## src/rtl/assert_macros.svh

```systemverilog
// assertion helpers for the circle packing placer
`ifndef ASSERT_MACROS_SVH
`define ASSERT_MACROS_SVH
`ifndef SYNTHESIS
// property under clock with async reset masking
`define ASSERT_AR(lbl, clk, rst_n, prop) \
	lbl: assert property (@(posedge clk) disable iff (!(rst_n)) prop) \
		else $error("assertion failed");
// condition that must never hold
`define ASSERT_NEVER(lbl, clk, rst_n, expr) \
	`ASSERT_AR(lbl, clk, rst_n, !(expr))
`else
`define ASSERT_AR(lbl, clk, rst_n, prop)
`define ASSERT_NEVER(lbl, clk, rst_n, expr)
`endif
`endif

```

## src/rtl/cpp_pkg.sv

```systemverilog
`timescale 1ns / 1ps
// ----------------------------------------------------------------------------
// cpp_pkg
// Types, constants and codes shared by the circle packing placer.
// ----------------------------------------------------------------------------
package cpp_pkg;

	localparam int MAX_CIRCLES = 256;
	localparam int CANVAS_SIZE = 1024;

	localparam int COORD_W  = 10;
	localparam int RAD_W    = 10;
	localparam int ATT_W    = 16;
	localparam int SLOT_W   = 9;
	localparam int STORED_W = 9;
	localparam int CFG_W    = 16;
	localparam int IDX_W    = 8;
	localparam int CNT_W    = $clog2(MAX_CIRCLES + 1);
	localparam int PH_W     = (MAX_CIRCLES > 1) ? $clog2(MAX_CIRCLES) : 1;
	localparam int SQ_W     = 2 * (COORD_W + 1);

	// register indexes
	localparam logic [IDX_W-1:0] CFG_MIN_RADIUS    = 8'd0;
	localparam logic [IDX_W-1:0] CFG_MAX_RADIUS    = 8'd1;
	localparam logic [IDX_W-1:0] CFG_MAX_ATTEMPTS  = 8'd2;
	localparam logic [IDX_W-1:0] CFG_TOTAL_CIRCLES = 8'd3;

	typedef enum logic [1:0] {
		STAT_PLACED,
		STAT_RETRY,
		STAT_GIVEUP,
		STAT_FINISHED
	} status_t;

	typedef enum logic [2:0] {
		ST_IDLE,
		ST_SCAN,
		ST_DRAIN,
		ST_EVAL,
		ST_STEP,
		ST_HOLD
	} state_t;

	typedef struct packed {
		logic [COORD_W-1:0] cand_x;
		logic [COORD_W-1:0] cand_y;
	} in_t;

	typedef struct packed {
		status_t             status;
		logic [COORD_W-1:0]  circle_x;
		logic [COORD_W-1:0]  circle_y;
		logic [RAD_W-1:0]    radius;
		logic [STORED_W-1:0] circles_stored;
	} out_t;

	// one stored circle, also used for the probe
	typedef struct packed {
		logic [COORD_W-1:0] x;
		logic [COORD_W-1:0] y;
		logic [RAD_W-1:0]   r;
	} disc_t;

endpackage

```

## src/rtl/cpp_hit.sv

```systemverilog
`timescale 1ns / 1ps
// ----------------------------------------------------------------------------
// cpp_hit
// Pipelined collision test of the probe circle against one ring entry.
// ----------------------------------------------------------------------------
module cpp_hit (
	input  logic           clk,
	input  logic           arst_n,
	input  logic           valid,
	input  cpp_pkg::disc_t probe,
	input  cpp_pkg::disc_t entry,
	output logic           hit
);

	localparam int CW = cpp_pkg::COORD_W;
	localparam int RW = cpp_pkg::RAD_W;
	localparam int SW = cpp_pkg::SQ_W;

	logic                 v_s1, v_s2;
	logic signed [CW:0]   dx_s1, dy_s1;
	logic [RW:0]          sum_s1;
	logic [SW-1:0]        dx2_s2, dy2_s2, sum2_s2;
	logic signed [SW-1:0] dx2_w, dy2_w;

	// valid flags
	always_ff @(posedge clk or negedge arst_n) begin
		if (!arst_n) begin
			v_s1 <= 1'b0;
			v_s2 <= 1'b0;
		end else begin
			v_s1 <= valid;
			v_s2 <= v_s1;
		end
	end

	// stage 1: differences and radius sum
	always_ff @(posedge clk) begin
		dx_s1  <= $signed({1'b0, probe.x}) - $signed({1'b0, entry.x});
		dy_s1  <= $signed({1'b0, probe.y}) - $signed({1'b0, entry.y});
		sum_s1 <= {1'b0, probe.r} + {1'b0, entry.r};
	end

	assign dx2_w = dx_s1 * dx_s1;
	assign dy2_w = dy_s1 * dy_s1;

	// stage 2: squares
	always_ff @(posedge clk) begin
		dx2_s2  <= $unsigned(dx2_w);
		dy2_s2  <= $unsigned(dy2_w);
		sum2_s2 <= sum_s1 * sum_s1;
	end

	// touching counts as a collision
	assign hit = v_s2 && ({1'b0, sum2_s2} >= ({1'b0, dx2_s2} + {1'b0, dy2_s2}));

endmodule

```

## config.mk

```make
export PLATFORM = sky130hd
export DESIGN_NAME = cpp_hit
export DESIGN_NICKNAME = d
export VERILOG_FILES = /design/src/rtl/assert_macros.svh /design/src/rtl/cpp_pkg.sv /design/src/rtl/cpp_hit.sv
export SDC_FILE = /design/constraint.sdc
export NUM_CORES = 1
export LEC_CHECK = 0
export BUFFER_PORTS_ARGS = -buffer_cell sky130_fd_sc_hd__buf_2
export CORE_MARGIN = 2
export CORE_UTILIZATION = 40
export CTS_CLUSTER_DIAMETER = 60
export DETAILED_ROUTE_END_ITERATION = 8
export GPL_ROUTABILITY_DRIVEN = 0
export HOLD_SLACK_MARGIN = 0.03
export PLACE_DENSITY = 0.59
export SYNTH_ARGS = -nofsm -noshare
export SYNTH_HDL_FRONTEND = slang
export SYNTH_SLANG_ARGS = --single-unit
```

## constraint.sdc

```tcl
create_clock -name clk -period 5.6 [get_ports clk]
set_input_delay 0.56 -clock clk [delete_from_list [all_inputs] [get_ports clk]]
set_output_delay 0.56 -clock clk [all_outputs]
set_load 0.005 [all_outputs]
```

==> run summary <==
Layout overhead on the synthesized area - 7.98%
Detailed Routing Iterations Pass 1 - 5
Clock tree sinks - 98
Placement Cell Area - 0.0171 mm2
Ranking of synthesized cells by area - sky130_fd_sc_hd__fa_1 33%, sky130_fd_sc_hd__ha_1 17%, sky130_fd_sc_hd__dfxtp_1 12%
Maximum fanout count along the critical path - 11
RR Endpoint - sum2_s2[20]
Effective utilization at floorplan - 0.406
First-pass GRT wire length - 55700 um
Area taken by multi-input logic gates - 0.0125 mm2
Fin area - 0.0174 mm2
Number of cells on the worst hold path - 1
Number of max-cap violations - 0
Highest-delay cell along the critical path - sky130_fd_sc_hd__dfxtp_1
FILL cells - 3916
Total number of vias - 11346
Reg2Reg Setup Slack - 0.32 ns
Quantity of I/O buffers inserted on ports - 63
Number of endpoints with negative hold slack in the final report - 0
Predominant post-synthesis flop cell - sky130_fd_sc_hd__dfxtp_1
Crit. End Element - flop
Clock slew at the register clock pins of the worst setup and hold paths - 0.08 ns
Final critical path time including I/O delays and setup - 5.28 ns
Cell seen most often among critical-path stages - sky130_fd_sc_hd__fa_1
Total count of max-transition violations in the final report - 0
Beginning of the worst register-to-register path - sum_s1[3]
Top delay family on crit path - adder cells
Deepest level of the CTS H-tree - 3
Pin count of the biggest net entering global routing - 16
Half-perimeter wire length after placement - 27100 um
Antenna violations before repair - 0
Worst min-delay path category - in -> reg
Number of cells produced by synthesis - 1741
Via density - 4.87
Final setup violation count - 0
Most frequent cells in the layout - 393 x sky130_fd_sc_hd__inv_1, 269 x sky130_fd_sc_hd__fa_1, 217 x sky130_fd_sc_hd__ha_1, 124 x sky130_fd_sc_hd__nand2_1, 91 x sky130_fd_sc_hd__dfxtp_1
Sequential cell area fraction in the yosys report - 0.122
Critical Path Start Type - flop
Mean post-synth cell area - 9.26 um2
Number of global-route vias before repair - 11899
Setup repair after global routing missed its margin - false
Fmax - 189 MHz
Antenna diodes - 0
Maximum buffer depth of the clock tree - 2
Boundary pin count - 64
GR Layer Usage met2 - 0.287
Routing usage on met1 - 0.215
Share of flip-flops with an asynchronous set or reset after synthesis - 0.0204
Minimum hold slack - 0.297 ns
Number of distinct library cells after synthesis - 59
Worst Hold Launch - valid
Total number of nets in the final design - 2349
Warning count from the yosys run - 0
Most frequent standard cell in the layout excluding fill and tap cells - sky130_fd_sc_hd__inv_1
Start-to-end type of the worst setup path - reg -> reg
Fraction of final layout cells with drive strength greater than 1 - 0.0632
CP bufs+invs - 2
Period Utilization, post-route - 0.943
TNS Setup - 0 ns
Number of synthesized flops with an enable pin - 0
Chain of cells forming the critical path - and2_1, fa_1, fa_1, fa_1, fa_1, inv_1, fa_1, inv_1, ha_1, a21o_1, a21oi_1, a21boi_1, o211ai_1, a311o_1
GRT Overall Usage - 0.164
Arrival time at the worst endpoint - 5.52 ns
Global-route congestion overflow total - 0
Logic depth of the worst register-to-register path - 14
Die Outline Area - 0.0419 mm2
Clock skew - 0.0126 ns
Post-detailed-route wirelength per cell - 13.4 um
Max transition margin - 0.645
Register area - 0.00198 mm2
DRC Markers - 0
Largest area contributor in the synthesized netlist - sky130_fd_sc_hd__fa_1
Flops & latches, synth - 98
Net count after synthesis - 2290
Vertical extent of the die - 205 um
Layer with the highest usage - met2
Worst hold path endpoint - v_s1
Width of the die - 205 um
Rows - 73
Transition at the pin with the smallest max-transition slack - 0.532 ns
Max stage delay on crit path - 0.58 ns
Antenna violation net count after detailed routing - 0
Latest clock arrival within the worst-skew pair - 0.37 ns
TritonCTS clock tree - built
Detailed router's first-iteration violation count - 395
Area of the core region - 0.0397 mm2
Result of the run - complete, no violations
Cell area after synthesis - 0.0161 mm2
Met3 routing resource usage after global routing - 0.0189
Fraction of synthesized cell area taken by the top area cell type - 0.334
Sum of routed wire length over all layers - 31300 um
Data required time of the critical path - 5.84 ns
CTS root buf - sky130_fd_sc_hd__clkbuf_16
TritonCTS Buffers - 9
==> per-layer routing <==
layer  part of all wire  vias to the layer above
li1                   -                     5583
met1               0.46                     5584
met2               0.50                      147
met3              0.025                       32
met4              0.018                        0
met5                  0                        -
==> cell families (layout without fill, tap and decap cells) <==
family,count (synthesis),count (layout),synth area share
buf+inv,431,495,0.100
fa+ha+maj,486,486,0.502
mux,2,2,0.00132
xor+xnor,114,114,0.0619
compound gates,244,244,0.0987
flops,98,98,0.122
simple gates,366,366,0.113
==> cell type report <==
cell class | count | area share
Multi-Input combinational cell | 1212 | 0.720
Sequential cell | 98 | 0.114
Inverter | 393 | 0.0847
Tap cell | 525 | 0.0377
Timing Repair Buffer | 86 | 0.0282
Clock buffer | 11 | 0.0139
Clock inverter | 5 | 0.00173
==> through the flow <==
stage	util	worst slack, ns	instances
finish	0.438	0.321	2330
global route	0.438	0.0161	2330
CTS	0.438	0.165	2330
detailed placement	0.431	0.203	2313
global placement	0.431	0.270	2313
floorplan	-	0.382	1741
==> registers in the layout (all words and copies together), names as in the netlist <==
| signal | cells |
|---|---|
| sum_s1 | 11 |
| v_s2 | 1 |
| dx_s1 | 11 |
| dy2_s2 | 21 |
| dy_s1 | 11 |
| dx2_s2 | 21 |
| v_s1 | 1 |
| sum2_s2 | 21 |
==> synthesized netlist by cell type (3+ instances only) <==
cell type and number:
sky130_fd_sc_hd__inv_1 393, sky130_fd_sc_hd__fa_1 269, sky130_fd_sc_hd__ha_1 217, sky130_fd_sc_hd__nand2_1 124, sky130_fd_sc_hd__dfxtp_1 96, sky130_fd_sc_hd__xnor2_1 83, sky130_fd_sc_hd__a21oi_1 65, sky130_fd_sc_hd__and2_1 63
sky130_fd_sc_hd__nor2_1 58, sky130_fd_sc_hd__a21o_1 38, sky130_fd_sc_hd__clkbuf_1 38, sky130_fd_sc_hd__nor2b_1 34, sky130_fd_sc_hd__o21ai_0 34, sky130_fd_sc_hd__xor2_1 31, sky130_fd_sc_hd__a31oi_1 18, sky130_fd_sc_hd__nand2b_1 18
sky130_fd_sc_hd__o21a_1 16, sky130_fd_sc_hd__nand3_1 15, sky130_fd_sc_hd__nor3_1 14, sky130_fd_sc_hd__o21ai_1 13, sky130_fd_sc_hd__a211oi_1 11, sky130_fd_sc_hd__nand4_1 9, sky130_fd_sc_hd__a211o_1 7, sky130_fd_sc_hd__and3_1 7
sky130_fd_sc_hd__o21bai_1 6, sky130_fd_sc_hd__or3_1 5, sky130_fd_sc_hd__nor4_1 4, sky130_fd_sc_hd__o22ai_1 4, sky130_fd_sc_hd__a21boi_0 3, sky130_fd_sc_hd__and4_1 3, sky130_fd_sc_hd__nand3b_1 3, sky130_fd_sc_hd__o211ai_1 3
sky130_fd_sc_hd__or2_2 3, sky130_fd_sc_hd__or4_1 3
==> worst max-delay path by stage <==
stage                     startpoint           to  slack, ns  depth (start not counted)
final                      sum_s1[3]  sum2_s2[20]       0.32                         14
after global placement     sum_s1[5]  sum2_s2[20]       0.27                         16
after global routing        dy_s1[2]   dy2_s2[21]       0.02                         19
after CTS                  sum_s1[5]  sum2_s2[20]       0.16                         16
after detailed placement   sum_s1[5]  sum2_s2[20]       0.20                         16
after floorplan            dx_s1[10]   dx2_s2[21]       0.38                         16
==> repair_timing <==
action | in CTS | in global routing
hold endpoints to repair | 2 | 0
resized for setup | 0 | 6
hold buffers | 1 | 0
buffers inserted | 0 | 0
endpoints found under the setup margin | 0 | 4
Power is not shown: default switching activity piles up to over one toggle a cycle in this logic, so the estimate is an artifact.
