## src/rtl/assert_macros.svh

```systemverilog
// assertion helpers for the circle packing placer
`ifndef ASSERT_MACROS_SVH
`define ASSERT_MACROS_SVH
`ifndef SYNTHESIS
// property under clock with async reset masking
`define ASSERT_AR(lbl, clk, rst_n, prop) \
	lbl: assert property (@(posedge clk) disable iff (!(rst_n)) prop) \
		else $error("assertion failed");
// condition that must never hold
`define ASSERT_NEVER(lbl, clk, rst_n, expr) \
	`ASSERT_AR(lbl, clk, rst_n, !(expr))
`else
`define ASSERT_AR(lbl, clk, rst_n, prop)
`define ASSERT_NEVER(lbl, clk, rst_n, expr)
`endif
`endif

```

## src/rtl/cpp_pkg.sv

```systemverilog
`timescale 1ns / 1ps
// ----------------------------------------------------------------------------
// cpp_pkg
// Types, constants and codes shared by the circle packing placer.
// ----------------------------------------------------------------------------
package cpp_pkg;

	localparam int MAX_CIRCLES = 256;
	localparam int CANVAS_SIZE = 1024;

	localparam int COORD_W  = 10;
	localparam int RAD_W    = 10;
	localparam int ATT_W    = 16;
	localparam int SLOT_W   = 9;
	localparam int STORED_W = 9;
	localparam int CFG_W    = 16;
	localparam int IDX_W    = 8;
	localparam int CNT_W    = $clog2(MAX_CIRCLES + 1);
	localparam int PH_W     = (MAX_CIRCLES > 1) ? $clog2(MAX_CIRCLES) : 1;
	localparam int SQ_W     = 2 * (COORD_W + 1);

	// register indexes
	localparam logic [IDX_W-1:0] CFG_MIN_RADIUS    = 8'd0;
	localparam logic [IDX_W-1:0] CFG_MAX_RADIUS    = 8'd1;
	localparam logic [IDX_W-1:0] CFG_MAX_ATTEMPTS  = 8'd2;
	localparam logic [IDX_W-1:0] CFG_TOTAL_CIRCLES = 8'd3;

	typedef enum logic [1:0] {
		STAT_PLACED,
		STAT_RETRY,
		STAT_GIVEUP,
		STAT_FINISHED
	} status_t;

	typedef enum logic [2:0] {
		ST_IDLE,
		ST_SCAN,
		ST_DRAIN,
		ST_EVAL,
		ST_STEP,
		ST_HOLD
	} state_t;

	typedef struct packed {
		logic [COORD_W-1:0] cand_x;
		logic [COORD_W-1:0] cand_y;
	} in_t;

	typedef struct packed {
		status_t             status;
		logic [COORD_W-1:0]  circle_x;
		logic [COORD_W-1:0]  circle_y;
		logic [RAD_W-1:0]    radius;
		logic [STORED_W-1:0] circles_stored;
	} out_t;

	// one stored circle, also used for the probe
	typedef struct packed {
		logic [COORD_W-1:0] x;
		logic [COORD_W-1:0] y;
		logic [RAD_W-1:0]   r;
	} disc_t;

endpackage

```

## src/rtl/cpp_cell.sv

```systemverilog
`timescale 1ns / 1ps
// ----------------------------------------------------------------------------
// cpp_cell
// One slot of the circle ring: holds a circle and passes it to its neighbor.
// ----------------------------------------------------------------------------
module cpp_cell (
	input  logic          clk,
	input  logic          shift_en,
	input  logic          we,
	input  cpp_pkg::disc_t nxt,
	input  cpp_pkg::disc_t wdata,
	output cpp_pkg::disc_t q
);

	cpp_pkg::disc_t disc_q;

	// write has priority, ring is at rest while writing
	always_ff @(posedge clk) begin
		if (we) begin
			disc_q <= wdata;
		end else if (shift_en) begin
			disc_q <= nxt;
		end
	end

	assign q = disc_q;

endmodule

```

## config.mk

```make
export PLATFORM = sky130hd
export DESIGN_NAME = cpp_cell
export DESIGN_NICKNAME = d
export VERILOG_FILES = /design/src/rtl/assert_macros.svh /design/src/rtl/cpp_pkg.sv /design/src/rtl/cpp_cell.sv
export SDC_FILE = /design/constraint.sdc
export NUM_CORES = 1
export LEC_CHECK = 0
export BUFFER_PORTS_ARGS = -buffer_cell sky130_fd_sc_hd__buf_2
export CAP_MARGIN = 20
export CORE_ASPECT_RATIO = 1.75
export CORE_MARGIN = 2
export CORE_UTILIZATION = 43
export DETAILED_ROUTE_END_ITERATION = 12
export PLACE_DENSITY = 0.91
export SLEW_MARGIN = 15
export SYNTH_ARGS = -nofsm -noshare
export SYNTH_HDL_FRONTEND = slang
export SYNTH_SLANG_ARGS = --single-unit
```

## constraint.sdc

```tcl
create_clock -name clk -period 2.1 [get_ports clk]
set_input_delay 0.105 -clock clk [delete_from_list [all_inputs] [get_ports clk]]
set_output_delay 0.105 -clock clk [all_outputs]
set_load 0.1 [all_outputs]
```

==> results of run 1 <==
[cells by family (layout without fill, tap and decap cells)]
kind of cell           after synthesis  count (layout)  share of synthesized area (%)
flip-flops                          30              30                          70.45
multiplexers                        30              30                          26.42
AND/OR/NAND/NOR                      1               1                         0.4895
buffers and inverters                3             101                          2.642
[placed cells by master (no fill, tap or decap), drive strengths merged]
cell    count
buf        93
mux2       30
edfxtp     30
clkbuf      5
bufinv      2
or2         1
clkinv      1
[metrics by stage]
| step | util [%] | cells |
|---|---|---|
| after floorplan | - | 64 |
| after detailed placement | 61.06 | 182 |
| after global routing | 65.69 | 190 |
| final | 65.69 | 190 |
| after CTS | 65.69 | 190 |
| after global placement | 61.06 | 182 |
[per-layer routing]
| metal | global-route usage [%] | share of wire [%] |
|---|---|---|
| met4 | 13.24 | 5.5 |
| met1 | 15.14 | 30 |
| met2 | 29.86 | 56 |
| met5 | 0 | 0 |
| met3 | 6.161 | 7.8 |
[Yosys cell counts]
cell type,count
buf_6,3
or2_2,1
edfxtp_1,30
mux2_2,30
[how the worst max path moves through the flow]
stage,startpoint,endpoint
finish,q[28],q[28]
global route,q[28],q[28]
CTS,q[28],q[28]
detailed placement,we,q[10]
global placement,we,q[10]
floorplan,we,q[0]
[where the power goes]
part	switching, mW	internal, mW
Clock	0.204	0.469
Sequential	0.0158	0.736
Combinational	0.546	0.123
Total	0.766	1.33
[cell type report]
| type | count | area share (%) |
|---|---|---|
| sequential | 30 | 47.90 |
| clock buffer | 5 | 3.659 |
| multi-input combinational | 31 | 18.30 |
| timing repair buffer | 93 | 24.88 |
| tap | 28 | 1.863 |
| clock inverter | 3 | 3.393 |
==> reports/metrics.cfg, run 1 <==
[global_route]
grt_start_max_net_pins=31
grt_pass1_vias=976
overflow=0
grt_usage_pct=17.49
antenna_found_initial=0
grt_pass1_wl_um=4229

[sta]
fin_ws_ns=0.9256
slew_violations=0
max_freq_ghz=0.8515
relSlewSlack_pct=55.99
timing.hold.ws_ns=0.1274
fin_crit_sh_pct=55.92
fin_tns_setup_ns=0
fin_crit_ns=1.174
hold_viol_final=0
finalSetupViolCount=0
worst_pin_slew_ns=0.6602
rsz0062_at_grt=false

[drt]
first_iter_violations=12
first_pass_iters=4
via_per_inst=5.026
ant_nets=0
wire_per_inst_um=14.42
drc=0
vias=955
drt-total-wl_um=2739

[cts]
hold_buffers=0
cts_resized=0
cts_sinks=30
cts_buffers=5
clock_path_buffers=2
cts_root_buffer=clkbuf_8
path_clk_slew_ns=0.06
post_cts_buffers=0
cts_tree=built
ctsHtreeMaxLevel=2

[setup_path]
required_ns=2.00
crit_type=flip-flop to primary output
crit_path_end_kind=primary output
critPathTopFamily=buffers and inverters
max_stage_delay_ns=0.43
path_cells=buf_2
cp.arrival_ns=1.07
path_buf_inv=1
crit_path_max_fanout=1
startpoint_type=flip-flop
critical_path.slowest_cell=buf_2
path_depth=1

[worst_hold_path]
min_to=q[13]
min_path_cells=2
hold_start=nxt[13]
hp-class=primary input to flip-flop

[layout]
stdcell_area_um2=1881
area_delta_synth_final_pct=47.06
nFillCells=227
regArea_um2=900.9
drive_gt1_share_pct=80.86
antenna_cells=0
largest_register_ffs=30
multiInputGateArea_um2=344.1
nets=224

[synth]
synth_top_area_cell=edfxtp_1
synth_cells=64
yosys_warnings=0
synthTopCellsByArea=edfxtp_1 70%, mux2_2 26%, buf_6 2.6%
synth_top_area_share_pct=70.45
ys_types=4
synthesis.nets=127
ys_seq_area_share_pct=70.45
ys_seq_elements=30
syn_area_per_cell_um2=19.98
syn_area_um2=1279

[pwr]
peakVddDrop_uv=774.1
powerDensity_nw_per_um2=1114
power.total_mw=2.094
leakagePower_nw=0.8582

[floorplanning]
die_area_um2=3443
rows=26
fp.dieW_um=45.22
boundaryPins=93
core_um2=2863
die_y_um=76.14
start_util_pct=44.67

[placed_design]
place_congestion=0.7384
dpl.hpwl_um=2114
placed_cell_area_um2=1748
post-place-ws_ns=0.7478
io_buffers=92

[status]
status=completed

[run]
drv_cap=0

No activity file was read; power rests on OpenSTA's default activity.
==> inputs of run 2 (changes only) <==
--- a/config.mk
+++ b/config.mk
@@ -5,13 +5,14 @@
 export SDC_FILE = /design/constraint.sdc
 export NUM_CORES = 1
 export LEC_CHECK = 0
+export ABC_AREA = 1
 export BUFFER_PORTS_ARGS = -buffer_cell sky130_fd_sc_hd__buf_2
 export CAP_MARGIN = 20
 export CORE_ASPECT_RATIO = 1.75
 export CORE_MARGIN = 2
-export CORE_UTILIZATION = 43
+export CORE_UTILIZATION = 40
 export DETAILED_ROUTE_END_ITERATION = 12
-export PLACE_DENSITY = 0.91
+export PLACE_DENSITY = 0.86
 export SLEW_MARGIN = 15
 export SYNTH_ARGS = -nofsm -noshare
 export SYNTH_HDL_FRONTEND = slang
==> constraint.sdc (replaced) <==
create_clock -name clk -period 1.1 [get_ports clk]
set_input_delay 0.055 -clock clk [delete_from_list [all_inputs] [get_ports clk]]
set_output_delay 0.055 -clock clk [all_outputs]
set_load 0.1 [all_outputs]
==> run 2 against run 1 <==
Effect of this change:
- clock power grew 16%
- highest routed layer unchanged
- final cell count up 41%
- largest cell class unchanged
- combinational power is 140% higher
- clock-buffer cell count unchanged
- area after synthesis unchanged
==> reports/metrics.cfg, run 2 <==
[status]
status=completed

[cts]
ctsHtreeMaxLevel=2
clock_path_buffers=2
cts_root_buffer=clkbuf_8
cts_resized=0
hold_buffers=0
post_cts_buffers=0
cts_sinks=30
cts_buffers=5
path_clk_slew_ns=0.06
cts_tree=built

[synth]
yosys_warnings=0
ys_seq_elements=30
synth_edf_count=30
synth_top_area_cell=edfxtp_1
synthesis.nets=191
ys_top_cells_by_count=90 x nand2_1, 30 x edfxtp_1, 6 x buf_2, 1 x inv_2, 1 x or2_2
synth_top_area_share_pct=70.45
postSynth.asyncResetShare_pct=0
ys_seq_area_share_pct=70.45
synth_cells=128
synth_most_common_cell=nand2_1
syn_area_per_cell_um2=9.990
ys_types=5
synthTopCellsByArea=edfxtp_1 70%, nand2_1 26%, buf_2 2.3%
ys.flop_type=edfxtp_1
syn_area_um2=1279

[drt]
drt-total-wl_um=3297
wl_met3_um=301
wire_per_inst_um=12.30
ant_nets=0
met1Wirelength_um=1075
first_pass_iters=4
top_layer=met4
via_per_inst=4.437
vias=1189
first_iter_violations=19
drc=0
wl_met2_um=1746

[setup_path]
critical_path.slowest_cell=buf_2
crit_path_max_fanout=1
cp.arrival_ns=1.03
critPathTopFamily=buffers and inverters
max_stage_delay_ns=0.42
path_buf_inv=1
required_ns=1.04
startpoint_type=flip-flop
crit_path_end_kind=primary output
path_cells=buf_2
setup.worst_path.start=q[19]
crit_type=flip-flop to primary output

[placed_design]
placed_cell_area_um2=2128
place_congestion=0.7347
post-place-ws_ns=0.1519
io_buffers=92
dpl.hpwl_um=2591
place_inst=260

[floorplanning]
core_um2=3108
die_area_um2=3683
boundaryPins=93
rows=27
start_util_pct=41.14
fp.dieW_um=46.74
die_y_um=78.80

[global_route]
grt_usage_pct=19.31
overflow=0
grt_pass1_wl_um=4871
grt_start_max_net_pins=31
grt_pass1_vias=1166
antenna_found_initial=0

[worst_hold_path]
hp-class=primary input to flip-flop
min_path_cells=3
hold_start=nxt[26]
min_to=q[26]

[pwr]
netSwitchingPower_mw=1.538
pwr-share-clk_pct=20.2
leakagePower_nw=1.123
power.total_mw=3.861
peakVddDrop_uv=1099
comb_power_share_pct=41.1
powerDensity_nw_per_um2=1740
pwr-share-seq_pct=38.7
netSwitchingFraction_pct=39.83
intPower_mw=2.323

[layout]
drive_gt1_share_pct=45.33
area_delta_synth_final_pct=73.48
final_cell_mix=90 x nand2_1, 66 x buf_2, 30 x edfxtp_1, 23 x buf_12, 5 x clkbuf_8
final_cells=268
nets=287
fin_util_pct=71.38
antenna_cells=0
final_common_cell=nand2_1
stdcell_area_um2=2218
largest_register_ffs=30

[sta]
slew_violations=0
worst_pin_slew_ns=0.4795
fin_crit_sh_pct=98.29
max_freq_ghz=0.9249
relSlewSlack_pct=67.99
fin_crit_ns=1.081
fin_ws_ns=0.01883
hold_viol_final=0
finalSetupViolCount=0

[run]
drv_cap=0

## run 2: area by class of cell
| cell class | instances | area [um2] |
|---|---|---|
| multi-input combinational | 91 | 344.1 |
| sequential | 30 | 900.9 |
| fill | 217 | 889.6 |
| inverter | 1 | 3.754 |
| timing repair buffer | 95 | 835.8 |
| tap | 43 | 53.80 |
| clock inverter | 3 | 11.26 |
| clock buffer | 5 | 68.82 |
## run 2: metrics by stage
step,setup TNS [ns],hold WS [ns]
floorplan,0,0.2336
global placement,0,0.3201
CTS,0,0.03285
global route,-0.01303,0.02945
detailed placement,0,0.3213
finish,0,0.04118
## run 2: layer usage
| metal | vias to the layer above | GRT usage, % |
|---|---|---|
| met4 | 0 | 13.61 |
| met2 | 78 | 33.19 |
| met1 | 499 | 17.66 |
| li1 | 598 | - |
| met3 | 14 | 6.136 |
| met5 | - | 0 |
## run 2: power by group through the flow
| stage | sequential (mW) | clock (mW) | combinational [mW] |
|---|---|---|---|
| 2_1_floorplan | 2.38 | 0 | 0.119 |
| 3_3_place_gp | 1.51 | 0 | 1.57 |
| 3_5_place_dp | 1.52 | 0 | 1.59 |
| 4_1_cts | 1.49 | 0.804 | 1.59 |
| 5_1_grt | 1.51 | 0.841 | 1.65 |
| 6_report | 1.49 | 0.779 | 1.59 |
## run 2: logic make-up after synthesis
kind of cell	after synthesis	synth area share, %
DFF	30	70.45
buffers and inverters	7	2.642
and+or+nand+nor	91	26.91
## run 2: how the worst max path moves through the flow
| stage | slack, ns | endpoint | cells past startpoint |
|---|---|---|---|
| after floorplan | 0.14 | q[0] | 0 |
| after global placement | 0.16 | q[27] | 3 |
| after detailed placement | 0.15 | q[5] | 3 |
| after CTS | 0.006 | q[24] | 1 |
| after global routing | -0.01 | q[19] | 1 |
| final | 0.02 | q[19] | 1 |
